File: config.mk
export PLATFORM = sky130hd
export DESIGN_NAME = ternary_lane_dequantizer_core
export DESIGN_NICKNAME = d
export VERILOG_FILES = /design/src/hw/rtl/tld_pkg.sv /design/src/hw/rtl/ternary_lane_dequantizer_core.sv /design/src/hw/rtl/tld_front.sv /design/src/hw/rtl/tld_queue.sv /design/src/hw/rtl/tld_back.sv
export VERILOG_INCLUDE_DIRS = /design/src /design/src/hw/rtl
export SDC_FILE = /design/constraint.sdc
export NUM_CORES = 1
export LEC_CHECK = 0
export BUFFER_PORTS_ARGS = -buffer_cell sky130_fd_sc_hd__buf_2
export CORE_MARGIN = 8
export CORE_UTILIZATION = 62
export CTS_CLUSTER_SIZE = 14
export DETAILED_ROUTE_END_ITERATION = 16
export GPL_ROUTABILITY_DRIVEN = 0
export PLACE_DENSITY_LB_ADDON = 0.1
export SKIP_LAST_GASP = 1
export SLEW_MARGIN = 20
export SYNTH_ARGS = -nofsm -noshare
export SYNTH_HDL_FRONTEND = slang
export SYNTH_SLANG_ARGS = --single-unit
File: constraint.sdc
create_clock -name clk -period 13.8 [get_ports clk]
set_input_delay 2.76 -clock clk [delete_from_list [all_inputs] [get_ports clk]]
set_output_delay 2.76 -clock clk [all_outputs]
set_load 0.01 [all_outputs]
File: src/hw/rtl/ternary_lane_dequantizer_core_assert.svh
// Assertion macros for the ternary lane dequantizer RTL.
`ifndef TERNARY_LANE_DEQUANTIZER_CORE_ASSERT_SVH
`define TERNARY_LANE_DEQUANTIZER_CORE_ASSERT_SVH
`ifndef SYNTHESIS
`define TLD_ASSERT_IMP(lbl, ante, cons) \
    lbl: assert property (@(posedge clk) disable iff (!rst_n) (ante) |-> (cons)) \
        else $error("ternary lane dequantizer assertion failed");
`define TLD_ASSERT_NEXT(lbl, ante, cons) \
    lbl: assert property (@(posedge clk) disable iff (!rst_n) (ante) |=> (cons)) \
        else $error("ternary lane dequantizer assertion failed");
`else
`define TLD_ASSERT_IMP(lbl, ante, cons)
`define TLD_ASSERT_NEXT(lbl, ante, cons)
`endif
`endif

File: src/hw/rtl/tld_pkg.sv
// Package with types, constants and float helpers for the ternary lane dequantizer.
package tld_pkg;

    localparam int unsigned LANE_TRITS  = 20;
    localparam int unsigned GROUPS      = 4;
    localparam logic [8:0]  GROUP_RADIX = 9'd243;
    localparam logic [31:0] RECIP_127   = 32'h3C010204;
    localparam logic [31:0] DEFAULT_NAN = 32'hFFC00000;
    localparam logic [31:0] QUIET_BIT   = 32'h00400000;

    typedef struct packed {
        logic [31:0] scale;
        logic [31:0] groups;
        logic [4:0]  count;
    } tld_entry_t;

    function automatic logic [31:0] half_to_single(input logic [15:0] h);
        logic [4:0]  e;
        logic [9:0]  m;
        logic [3:0]  top;
        logic [3:0]  k;
        logic [10:0] ms;
        logic [31:0] r;
        e = h[14:10];
        m = h[9:0];
        top = 4'd0;
        r = {h[15], 31'b0};
        for (int i = 0; i < 10; i++) begin
            if (m[i]) begin
                top = 4'(i);
            end
        end
        k = 4'd10 - top;
        ms = {1'b0, m} << k;
        if (e == 5'd0) begin
            if (m != 10'd0) begin
                r = {h[15], 8'(8'd113 - {4'b0, k}), ms[9:0], 13'b0};
            end
        end else if (e == 5'd31) begin
            r = {h[15], 8'hFF, m, 13'b0};
            if (m != 10'd0) begin
                r = r | QUIET_BIT;
            end
        end else begin
            r = {h[15], 8'({3'b0, e} + 8'd112), m, 13'b0};
        end
        return r;
    endfunction

    function automatic logic [31:0] int8_to_single(input logic signed [7:0] v);
        logic [7:0]  mag;
        logic [2:0]  top;
        logic [23:0] ms;
        mag = v[7] ? 8'(-v) : v;
        top = 3'd0;
        for (int i = 0; i < 8; i++) begin
            if (mag[i]) begin
                top = 3'(i);
            end
        end
        ms = {16'b0, mag} << (5'd23 - {2'b0, top});
        if (mag == 8'd0) begin
            return 32'd0;
        end
        return {v[7], 8'(8'd127 + {5'b0, top}), ms[22:0]};
    endfunction

    function automatic logic [31:0] fp32_mul(input logic [31:0] a, input logic [31:0] b);
        logic        s;
        logic        nan_a, nan_b, inf_a, inf_b, zero_a, zero_b;
        logic [47:0] p;
        logic        hi;
        logic [22:0] mant;
        logic        guard, sticky, rnd;
        logic [9:0]  e10;
        logic [30:0] body;
        logic [31:0] r;
        s = a[31] ^ b[31];
        nan_a = (a[30:23] == 8'hFF) && (a[22:0] != 23'd0);
        nan_b = (b[30:23] == 8'hFF) && (b[22:0] != 23'd0);
        inf_a = (a[30:23] == 8'hFF) && (a[22:0] == 23'd0);
        inf_b = (b[30:23] == 8'hFF) && (b[22:0] == 23'd0);
        zero_a = (a[30:23] == 8'd0);
        zero_b = (b[30:23] == 8'd0);
        p = {24'b0, 1'b1, a[22:0]} * {24'b0, 1'b1, b[22:0]};
        hi = p[47];
        mant = hi ? p[46:24] : p[45:23];
        guard = hi ? p[23] : p[22];
        sticky = hi ? (|p[22:0]) : (|p[21:0]);
        e10 = {2'b0, a[30:23]} + {2'b0, b[30:23]} + {9'b0, hi} - 10'd127;
        rnd = guard && (sticky || mant[0]);
        body = {e10[7:0], mant} + {30'b0, rnd};
        if (nan_a) begin
            r = a | QUIET_BIT;
        end else if (nan_b) begin
            r = b | QUIET_BIT;
        end else if ((inf_a && zero_b) || (zero_a && inf_b)) begin
            r = DEFAULT_NAN;
        end else if (inf_a || inf_b) begin
            r = {s, 8'hFF, 23'b0};
        end else if (zero_a || zero_b) begin
            r = {s, 31'b0};
        end else begin
            r = {s, body};
        end
        return r;
    endfunction

endpackage

File: src/hw/rtl/ternary_lane_dequantizer_core.sv
// Top level of the ternary lane dequantizer.
// Each accepted lane word yields valid_count float words (20 at most, none for a
// count of zero), one per cycle while out_stall is low, with last set on the final
// one. The front part takes a new lane word only when idle, after the last one has
// been queued (a count of zero is never queued): its base-243 splitter works
// through eight bits of the word per cycle, while the lane scale is formed in two
// registered float multiplies. The back part emits one word per cycle unless
// out_stall holds it, and starts the next queued lane right after the last word of
// the current one.
module ternary_lane_dequantizer_core (
    input  logic              clk,
    input  logic              rst_n,
    input  logic              in_valid,
    output logic              in_stall,
    input  logic [31:0]       packed_word,
    input  logic [15:0]       page_scale_half,
    input  logic signed [7:0] lane_gain,
    input  logic [4:0]        valid_count,
    output logic              out_valid,
    input  logic              out_stall,
    output logic [31:0]       value_bits,
    output logic [4:0]        element_index,
    output logic              last
);
    import tld_pkg::*;

`include "ternary_lane_dequantizer_core_assert.svh"

    tld_entry_t push_data, pop_data;
    logic       q_push, q_full, q_pop, q_nonempty;

    tld_front u_front (
        .clk            (clk),
        .rst_n          (rst_n),
        .in_valid       (in_valid),
        .in_stall       (in_stall),
        .packed_word    (packed_word),
        .page_scale_half(page_scale_half),
        .lane_gain      (lane_gain),
        .valid_count    (valid_count),
        .q_push         (q_push),
        .q_data         (push_data),
        .q_full         (q_full)
    );

    tld_queue u_queue (
        .clk     (clk),
        .rst_n   (rst_n),
        .push    (q_push),
        .wr_data (push_data),
        .full    (q_full),
        .pop     (q_pop),
        .rd_data (pop_data),
        .nonempty(q_nonempty)
    );

    tld_back u_back (
        .clk          (clk),
        .rst_n        (rst_n),
        .q_data       (pop_data),
        .q_nonempty   (q_nonempty),
        .q_pop        (q_pop),
        .out_valid    (out_valid),
        .out_stall    (out_stall),
        .value_bits   (value_bits),
        .element_index(element_index),
        .last         (last)
    );

    `TLD_ASSERT_IMP(a_no_overflow, q_push, !q_full)
    `TLD_ASSERT_IMP(a_no_underflow, q_pop, q_nonempty)
    `TLD_ASSERT_IMP(a_last_at_end, out_valid && (element_index == 5'd19), last)
endmodule

File: src/hw/rtl/tld_front.sv
// Front part: takes a lane word, splits it into base-243 groups and forms the lane scale.
module tld_front (
    input  logic                clk,
    input  logic                rst_n,
    input  logic                in_valid,
    output logic                in_stall,
    input  logic [31:0]         packed_word,
    input  logic [15:0]         page_scale_half,
    input  logic signed [7:0]   lane_gain,
    input  logic [4:0]          valid_count,
    output logic                q_push,
    output tld_pkg::tld_entry_t q_data,
    input  logic                q_full
);
    import tld_pkg::*;

    localparam logic [1:0] S_IDLE = 2'd0;
    localparam logic [1:0] S_DIV  = 2'd1;
    localparam logic [1:0] S_PUSH = 2'd2;

    logic [1:0]        state_reg, state_next;
    logic [3:0]        cnt_reg;
    logic [31:0]       w_reg, w_next;
    logic [7:0]        rem_reg, rem_next;
    logic [15:0]       half_reg;
    logic signed [7:0] ls_reg;
    logic [4:0]        count_reg;
    logic [31:0]       page_reg, frac_reg, scale_reg;
    logic [7:0]        grp_reg [GROUPS];
    logic [8:0]        trial;
    logic              accept;

    assign in_stall = (state_reg != S_IDLE);
    assign accept = in_valid && (state_reg == S_IDLE);

    always_comb
    begin
        w_next = w_reg;
        rem_next = rem_reg;
        trial = 9'd0;
        for (int i = 0; i < 8; i++) begin
            trial = {rem_next, w_next[31]};
            w_next = {w_next[30:0], trial >= GROUP_RADIX};
            rem_next = (trial >= GROUP_RADIX) ? 8'(trial - GROUP_RADIX) : trial[7:0];
        end
    end

    always_comb
    begin
        state_next = state_reg;
        unique case (state_reg)
            S_IDLE:
            begin
                if (accept) begin
                    state_next = S_DIV;
                end
            end
            S_DIV:
            begin
                if (cnt_reg == 4'd15) begin
                    state_next = (count_reg == 5'd0) ? S_IDLE : S_PUSH;
                end
            end
            S_PUSH:
            begin
                if (!q_full) begin
                    state_next = S_IDLE;
                end
            end
            default:
            begin
                state_next = S_IDLE;
            end
        endcase
    end

    assign q_push = (state_reg == S_PUSH) && !q_full;
    assign q_data = '{scale: scale_reg,
                      groups: {grp_reg[3], grp_reg[2], grp_reg[1], grp_reg[0]},
                      count: count_reg};

    always_ff @(posedge clk or negedge rst_n)
    begin
        if (!rst_n) begin
            state_reg <= S_IDLE;
            cnt_reg <= 4'd0;
        end else begin
            state_reg <= state_next;
            if (accept) begin
                cnt_reg <= 4'd0;
            end else if (state_reg == S_DIV) begin
                cnt_reg <= cnt_reg + 4'd1;
            end
        end
    end

    always_ff @(posedge clk)
    begin
        if (accept) begin
            w_reg <= packed_word;
            rem_reg <= 8'd0;
            half_reg <= page_scale_half;
            ls_reg <= lane_gain;
            count_reg <= (valid_count > 5'(LANE_TRITS)) ? 5'(LANE_TRITS) : valid_count;
        end else if (state_reg == S_DIV) begin
            w_reg <= w_next;
            if (cnt_reg[1:0] == 2'd3) begin
                grp_reg[cnt_reg[3:2]] <= rem_next;
                rem_reg <= 8'd0;
            end else begin
                rem_reg <= rem_next;
            end
            if (cnt_reg == 4'd0) begin
                page_reg <= half_to_single(half_reg);
                frac_reg <= fp32_mul(int8_to_single(ls_reg), RECIP_127);
            end
            if (cnt_reg == 4'd1) begin
                scale_reg <= fp32_mul(page_reg, frac_reg);
            end
        end
    end
endmodule

File: src/hw/rtl/tld_queue.sv
// Two-entry queue between the front and back parts.
module tld_queue (
    input  logic                clk,
    input  logic                rst_n,
    input  logic                push,
    input  tld_pkg::tld_entry_t wr_data,
    output logic                full,
    input  logic                pop,
    output tld_pkg::tld_entry_t rd_data,
    output logic                nonempty
);
    import tld_pkg::*;

    tld_entry_t mem_reg [2];
    logic       wr_ptr_reg, rd_ptr_reg;
    logic [1:0] fill_reg;

    assign full = (fill_reg == 2'd2);
    assign nonempty = (fill_reg != 2'd0);
    assign rd_data = mem_reg[rd_ptr_reg];

    always_ff @(posedge clk or negedge rst_n)
    begin
        if (!rst_n) begin
            wr_ptr_reg <= 1'b0;
            rd_ptr_reg <= 1'b0;
            fill_reg <= 2'd0;
        end else begin
            if (push) begin
                wr_ptr_reg <= !wr_ptr_reg;
            end
            if (pop) begin
                rd_ptr_reg <= !rd_ptr_reg;
            end
            fill_reg <= fill_reg + {1'b0, push} - {1'b0, pop};
        end
    end

    always_ff @(posedge clk)
    begin
        if (push) begin
            mem_reg[wr_ptr_reg] <= wr_data;
        end
    end
endmodule

File: src/hw/rtl/tld_back.sv
// Back part: walks the trits of a queued lane and emits one scaled word per cycle while out_stall is low.
module tld_back (
    input  logic                clk,
    input  logic                rst_n,
    input  tld_pkg::tld_entry_t q_data,
    input  logic                q_nonempty,
    output logic                q_pop,
    output logic                out_valid,
    input  logic                out_stall,
    output logic [31:0]         value_bits,
    output logic [4:0]          element_index,
    output logic                last
);
    import tld_pkg::*;

    logic        act_reg;
    tld_entry_t  ent_reg;
    logic [4:0]  j_reg;
    logic [1:0]  g_reg;
    logic [2:0]  d_reg;
    logic [7:0]  idx_reg;
    logic        ov_reg;
    logic [31:0] val_reg;
    logic [4:0]  eidx_reg;
    logic        last_reg;
    logic        adv, is_last;
    logic [7:0]  idx_cur, quo;
    logic [15:0] prod;
    logic [7:0]  rem8;
    logic [1:0]  trit;
    logic [31:0] sc, val;
    logic        sc_nan, sc_inf;

    assign adv = act_reg && (!ov_reg || !out_stall);
    assign is_last = ((j_reg + 5'd1) == ent_reg.count);
    assign q_pop = q_nonempty && (!act_reg || (adv && is_last));

    always_comb
    begin
        idx_cur = (d_reg == 3'd0) ? ent_reg.groups[{g_reg, 3'b0} +: 8] : idx_reg;
        prod = {8'b0, idx_cur} * 16'd171;
        quo = 8'(prod >> 9);
        rem8 = idx_cur - 8'(quo * 8'd3);
        trit = rem8[1:0];
        sc = ent_reg.scale;
        sc_nan = (sc[30:23] == 8'hFF) && (sc[22:0] != 23'd0);
        sc_inf = (sc[30:23] == 8'hFF) && (sc[22:0] == 23'd0);
        case (trit)
            2'd0:
            begin
                if (sc_nan) begin
                    val = sc;
                end else if (sc_inf) begin
                    val = DEFAULT_NAN;
                end else begin
                    val = {sc[31], 31'b0};
                end
            end
            2'd2:
            begin
                val = sc_nan ? sc : {!sc[31], sc[30:0]};
            end
            default:
            begin
                val = sc;
            end
        endcase
    end

    always_ff @(posedge clk or negedge rst_n)
    begin
        if (!rst_n) begin
            act_reg <= 1'b0;
            ov_reg <= 1'b0;
        end else begin
            if (q_pop) begin
                act_reg <= 1'b1;
            end else if (adv && is_last) begin
                act_reg <= 1'b0;
            end
            if (adv) begin
                ov_reg <= 1'b1;
            end else if (!out_stall) begin
                ov_reg <= 1'b0;
            end
        end
    end

    always_ff @(posedge clk)
    begin
        if (adv) begin
            val_reg <= val;
            eidx_reg <= j_reg;
            last_reg <= is_last;
        end
        if (q_pop) begin
            ent_reg <= q_data;
            j_reg <= 5'd0;
            g_reg <= 2'd0;
            d_reg <= 3'd0;
        end else if (adv) begin
            idx_reg <= quo;
            j_reg <= j_reg + 5'd1;
            if (d_reg == 3'd4) begin
                d_reg <= 3'd0;
                g_reg <= g_reg + 2'd1;
            end else begin
                d_reg <= d_reg + 3'd1;
            end
        end
    end

    assign out_valid = ov_reg;
    assign value_bits = val_reg;
    assign element_index = eidx_reg;
    assign last = last_reg;
endmodule
==> out/results.tsv <==
metric	value	unit
fmax	88.81	MHz
synthAdderAreaFrac	0.2174	
setup_slack	2540	ps
synth_mux_area_frac	0.04494	
hold_path_end	u_front.page_reg[31]	
clock-root-buffer	clkbuf_16	
core_area	53710	µm²
crit_path_max_fanout	30	
ys_types	111	
grt-ovfl-total	0	
r2r.worst_path.cells	40	
finalHoldViolations	0	
synthCells	3111	
most-common-layout-cells	edfxtp_1, nand2_1, inv_1, ha_1, fa_1	
crit_required	14110	ps
largest_register_ffs	138	
grt.total_usage	0.2300	
ys_seq_area_frac	0.4009	
pre_cts_ws	2662	ps
fin_crit	11260	ps
synth_compound_area_frac	0.1019	
finalSetupViolCount	0	
grt_pass1_vias	23190	
via_count	23380	
critPathKind	register to register	
cts_tree	done	
drt-total-wl	72450	µm
dieArea	61950	µm²
initialDrtViolationCount	2067	
synth_edf_count	427	
maxCapViolCount	0	
fin_setup_tns	0	ps
synth_flop_cell	edfxtp_1	
wire_per_inst	18.56	µm
fin_nets	3694	
yosys.area_share.simple	0.1497	
cp_slowest_stage_delay	1040	ps
yosysWarnings	0	
antenna_found_initial	1	
pin_count	105	
fp.dieW	248.9	µm
syn_area	33630	µm²
port-buffer-count	104	
status	finished, final reports clean	
final_common_cell	edfxtp_1	
grt_max_degree	71	
htree_levels	2	
hold_buffers	0	
yosys.area_share.xor_xnor	0.03750	
hpwlAfterDp	54310	µm
worstMarginPinSlew	1042	ps
rsz0062_at_grt	no	
route.detailed.drc	0	
grt_pass1_wl	118100	µm
rr_startpoint	u_front.page_reg[15]	
initial_utilization	0.6262	
crit_path_end_kind	register	
clock_path_buffers	3	
min_path_cells	0	
post_cts_buffers	0	
hold_path_class	register to register	
relSlewSlack	0.3055	
crit_top_cell	inv_1	
syn_area_per_cell	10.81	µm²
clk_pin_slew_worst_paths	60	ps
clock-skew-final	23.85	ps
async_reset_ff_frac	0.02626	
cts_sinks	457	
final_core_util	0.6746	
critPathSlowestCell	edfxtp_1	
synth_top_family_by_area	adder cells	
cp-start-kind	register	
area_delta_synth_final	7.723	%
drtPass1Iterations	6	
arrival	11570	ps
die_h	248.9	µm
clkLatencyLatePin	580	ps
r2r-end	u_front.scale_reg[20]	
rows	85	
drv_slew	0	
period_share	0.8159	
n_fill_cell	3973	
drive_gt1_frac	0.1123	
ys_ff_latch	457	
reg2reg_slack	2540	ps
drtAntennaViolNets	0	
ctsResizeCount	0	
cts_buffers	46	
vias_per_cell	5.991	
hp-start	u_front.half_reg[15]	
## cell type report
| class | instances | area [µm²] | area share |
|---|---|---|---|
| inverter | 294 | 1104 | 0.03046 |
| sequential | 457 | 13480 | 0.3722 |
| antenna | 1 | 2.502 | 0.00006907 |
| multi-input combinational | 2246 | 18600 | 0.5133 |
| clock inverter | 31 | 315.3 | 0.008703 |
| clock buffer | 53 | 1177 | 0.03250 |
| tap | 696 | 870.8 | 0.02404 |
| timing repair buffer | 125 | 678.2 | 0.01872 |
## logic make-up after synthesis
logic type,after synthesis
other,2
buffers and inverters,409
DFF,457
adders and majority gates,459
AOI/OAI and AO/OA,481
muxes,130
and+or+nand+nor,1032
xor gates and xnor gates,141
## routing by layer
metal,up-vias,share of wire,track usage
met5,-,0,0
met4,0,0.025,0.06578
met2,836,0.46,0.3676
met3,112,0.067,0.03672
li1,11080,-,-
met1,11360,0.45,0.3242
## through the flow
step | hold slack (ps) | cell area (µm²) | std cells
after floorplan | 400.3 | 33640 | 3112
after global placement | 412.5 | 34730 | 3818
after detailed placement | 408.1 | 34730 | 3818
after CTS | 438.2 | 36220 | 3902
after global routing | 447.8 | 36230 | 3903
final | 428.6 | 36230 | 3903
## worst max path at each step
stage	from	slack, ps	end	cells past startpoint
final	u_front.page_reg[15]	2540	u_front.scale_reg[20]	40
after global routing	u_front.page_reg[15]	1900	u_front.scale_reg[20]	40
after global placement	u_front.page_reg[15]	3070	u_front.scale_reg[20]	40
after detailed placement	u_front.page_reg[15]	2660	u_front.scale_reg[20]	40
after CTS	u_front.page_reg[15]	2670	u_front.scale_reg[20]	40
after floorplan	u_front.page_reg[20]	3790	u_front.scale_reg[20]	40
## critical path, delay by kind of cell, from the launching register on
family	cells	cell delay, ps
muxes	2	340
AOI/OAI and AO/OA	13	3150
and+or+nand+nor	9	2270
adders and majority gates	9	3370
buffers and inverters	7	790
DFF	1	1040
## cell usage after synthesis (all sizes together), types with 10 or more instances
cell type    n  area, µm²
buf         25      153.9
nand2b      23      143.9
clkbuf      90      337.8
and2       159      994.7
fa         209       4184
xor2        51      446.7
nor2       199      752.0
a22o        11      96.34
or2         18      112.6
a211o       10      88.84
o21a        16      120.1
xnor2       90      814.5
a31oi       25      162.6
a22oi       11      82.58
a21oi      100      530.5
or4         10      78.82
nand3       57      295.3
or3         16      105.1
nand4       24      150.1
edfxtp     427      12820
inv        293       1100
nand2      363       1365
o21ai      108      551.8
mux2i       37      374.1
o21bai      18      135.1
o31ai       11      82.58
a211oi      21      177.7
nor2b       17      106.4
dfxtp       18      360.4
ha         250       3128
mux2        86      979.7
nor3        63      335.3
nor4        25      171.4
and3        32      200.2
dfrtp       12      300.3
o221ai      12      123.9
a21o        22      165.2
o211ai      20      160.2
Power is not shown: default switching activity piles up to over one toggle a cycle in this logic, so the estimate is an artifact.
